$ cat src/sv/d3q7_pkg.sv
// Shared types and constants of the D3Q7 Poisson collision block.
package d3q7_pkg;

    localparam int CFG_IDX_W  = 2;
    localparam int CFG_DATA_W = 32;
    localparam int RLX_W      = 18;
    localparam int INV_W      = 32;

    localparam logic [CFG_IDX_W-1:0] CFG_RELAX_RATE    = 2'd0;
    localparam logic [CFG_IDX_W-1:0] CFG_INV_PERM      = 2'd1;
    localparam logic [CFG_IDX_W-1:0] CFG_FORCE_NEUTRAL = 2'd2;

    localparam logic [RLX_W-1:0] RLX_RESET = 18'd65536;
    localparam logic [INV_W-1:0] INV_RESET = 32'd65536;

    typedef struct packed {
        logic [RLX_W-1:0] relax_rate;
        logic [INV_W-1:0] inv_permittivity;
        logic             force_neutral;
    } t_cfg;

endpackage

$ cat src/sv/d3q7_cfg.sv
// Configuration register file of the D3Q7 Poisson collision block.
module d3q7_cfg (
    input  logic                             i_clk,
    input  logic                             i_rst_n,
    input  logic                             i_cfg_we,
    input  logic [d3q7_pkg::CFG_IDX_W-1:0]   i_cfg_idx,
    input  logic [d3q7_pkg::CFG_DATA_W-1:0]  i_cfg_wdata,
    output d3q7_pkg::t_cfg                   o_cfg
);
    import d3q7_pkg::*;

    t_cfg r_cfg;
    t_cfg n_cfg;

    // Drop bits above each register's width; ignore unknown indexes.
    always_comb begin
        n_cfg = r_cfg;
        if (i_cfg_we) begin
            case (i_cfg_idx)
                CFG_RELAX_RATE:    n_cfg.relax_rate       = i_cfg_wdata[RLX_W-1:0];
                CFG_INV_PERM:      n_cfg.inv_permittivity = i_cfg_wdata[INV_W-1:0];
                CFG_FORCE_NEUTRAL: n_cfg.force_neutral    = i_cfg_wdata[0];
                default:           n_cfg = r_cfg;
            endcase
        end
    end

    always_ff @(posedge i_clk) begin
        if (!i_rst_n) begin
            r_cfg.relax_rate       <= RLX_RESET;
            r_cfg.inv_permittivity <= INV_RESET;
            r_cfg.force_neutral    <= 1'b0;
        end else begin
            r_cfg <= n_cfg;
        end
    end

    assign o_cfg = r_cfg;

endmodule

$ cat config.mk
export PLATFORM = sky130hd
export DESIGN_NAME = d3q7_cfg
export DESIGN_NICKNAME = d
export VERILOG_FILES = /design/src/sv/d3q7_pkg.sv /design/src/sv/d3q7_cfg.sv
export SDC_FILE = /design/constraint.sdc
export NUM_CORES = 1
export LEC_CHECK = 0
export BUFFER_PORTS_ARGS = -buffer_cell sky130_fd_sc_hd__buf_4
export CORE_MARGIN = 4
export CORE_UTILIZATION = 39
export CTS_CLUSTER_DIAMETER = 60
export DETAILED_ROUTE_END_ITERATION = 6
export GPL_ROUTABILITY_DRIVEN = 0
export PLACE_DENSITY = 0.68
export SYNTH_ARGS = -nofsm -noshare
export SYNTH_HDL_FRONTEND = slang
export SYNTH_SLANG_ARGS = --single-unit
$ cat constraint.sdc
create_clock -name i_clk -period 2.4 [get_ports i_clk]
set_input_delay 0.36 -clock i_clk [delete_from_list [all_inputs] [get_ports i_clk]]
set_output_delay 0.36 -clock i_clk [all_outputs]
set_load 0.01 [all_outputs]
==> out/metrics.yaml <==
critical_path:
  arrival_ns: 1.37
  cp_max_fo: 11
  cp-start-kind: "primary input"
  end_kind: "flop"
  worstPathRequired_ns: 2.61
  worstSetupPathType: "primary input to flop"
clocking:
  cts-root-buf: "clkbuf_8"
  cts_sinks: 51
  post-cts-setup-buffers: 0
  cts.clk_slew.worst_paths_ns: 0.09
  clk_latency_ns: 0.29
  cts_tree: "yes"
  htree_levels: 2
  cts_hold_buffers: 0
  numCtsBuffers: 5
  cts_buffer_depth: 2
  cts_resized: 0
grt:
  antenna_found_initial: 0
  grtUsageTotal_pct: 13.5
  grt_first_pass_wirelength_mm: 6.67
  overflow: 0
  grt_pass1_vias: 1455
  grt_max_degree: 84
route:
  drtIter0Drc: 38
  postRouteAntennaNets: 0
  drt_pass1_iterations: 4
  drc: 0
  wire_per_inst_um: 12.2
  wl_mm: 4.34
  viasPerCell: 4.39
  vias: 1553
synth:
  synth.distinct_cells: 12
  synthTopCellsByArea: "dfxtp_1 51%, mux2i_1 26%, nand2_1 15%"
  syn_nets: 242
  synth_edf_count: 0
  synthesis.area_um2: 1990
  synth_seq_cells: 51
  synth_top_cell_by_area: "dfxtp_1"
  avgSynthCellArea_um2: 9.69
  ys_warn_count: 0
  synthFlopType: "dfxtp_1"
  synthArstFlopShare_pct: 0
  yosysMostFrequentCell: "nand2_1"
  ys_top_cells_by_count: "80 x nand2_1, 51 x dfxtp_1, 51 x mux2i_1, 7 x buf_2, 4 x clkbuf_1"
  synth-seq-area-share_pct: 51.4
  synth_top_area_share_pct: 51.4
  syn_inst: 205
status:
  status: "complete, no violations"
layout:
  largest_register_ffs: 51
  multi_input_area_um2: 875
  seq_area_um2: 1020
  layout.nets: 323
  fill_cells: 488
  diodes: 0
  area_delta_synth_final_pct: 38.3
  drive_gt1_share_pct: 33.8
  fin_area_um2: 2750
placement:
  io_buffers: 87
  dp_hpwl_mm: 3.05
  place_area_um2: 2650
sta:
  worst_clock_skew_ns: 0
  min_period_over_period_pct: 48.3
  grt_setup_unrepaired: "no"
  tns_ns: 0
  fmax_mhz: 863
  finalHoldViolCount: 0
  setup_violations: 0
  max-slew-margin-rel_pct: 50.4
  slew_violations: 0
  fin_crit_ns: 1.16
  worst_pin_slew_ns: 0.745
power_and_ir_drop:
  p_per_area_nw_per_um2: 585
  finalPower_uw: 1610
  p_leak_uw: 0.00131
  ir_worst_vdd_mv: 0.314
floorplan:
  die_area_um2: 6300
  die_h_um: 79.4
  rows: 25
  start_util_pct: 41.2
  fp.coreArea_um2: 4820
  dieWidth_um: 79.4
  io_pins: 88
worst_hold_path:
  hp-class: "primary input to flop"
run:
  cap_violations: 0
==> power by group <==
| group | total (uW) | switching (uW) | internal (uW) | leakage (uW) |
|---|---|---|---|---|
| Clock | 516 | 253 | 263 | 0.0000515 |
| Combinational | 200 | 92.5 | 107 | 0.000846 |
| Sequential | 891 | 15.2 | 875 | 0.000415 |
==> layout make-up <==
cell class	count	share of cell area, %
timing repair buffer	89	24.3
sequential	51	37.2
multi-input combinational	139	31.8
tap	67	3.05
clock buffer	8	3.64
==> path summary, 6_finish.rpt <==
check | startpoint | endpoint | slack (ns) | cells after the start
max | i_cfg_idx[1] | o_cfg[7] | 1.24 | 3
min | i_cfg_wdata[29] | o_cfg[30] | 0.31 | 3
max reg2reg | o_cfg[27] | o_cfg[27] | 1.75 | 2
min reg2reg | o_cfg[28] | o_cfg[28] | 0.46 | 2
==> placed cells by master, fill, tap and decap left out <==
cell type,Yosys,final
mux2i_1,51,51
nand2_1,80,80
clkbuf_8,0,7
nor3b_2,1,1
buf_4,1,89
nor2b_1,3,3
nand3b_1,2,2
dfxtp_1,51,51
clkbuf_1,4,1
and3b_1,1,1
or3b_1,1,1
==> kinds of logic after synthesis <==
family	share of synthesized area, %
flip-flops	51.4
buffers and inverters	4.60
multiplexers	25.7
AND/OR/NAND/NOR	18.3
==> critical path: stages <==
cell and delay [ns]:
buf_4 0.13, nand3b_1 0.56, mux2i_1 0.32
==> metal layers <==
metal | wire [um] | track usage (%) | part of all wire (%) | vias to the layer above
met2 | 1890 | 20.3 | 44 | 57
met5 | 0 | 0 | 0 | -
met3 | 431 | 6.55 | 9.9 | 4
met1 | 1980 | 17.0 | 46 | 670
met4 | 33 | 4.64 | 0.76 | 0
li1 | - | - | - | 822
==> stage by stage <==
stage,hold WS [ns],instances,util (%),setup slack (ns)
CTS,0.302,354,57.0,1.21
global placement,0.444,346,55.0,0.904
global route,0.291,354,57.0,1.10
floorplan,0.479,205,-,1.29
finish,0.311,354,57.0,1.24
detailed placement,0.447,346,55.0,0.893
No activity file was read; power rests on OpenSTA's default activity.
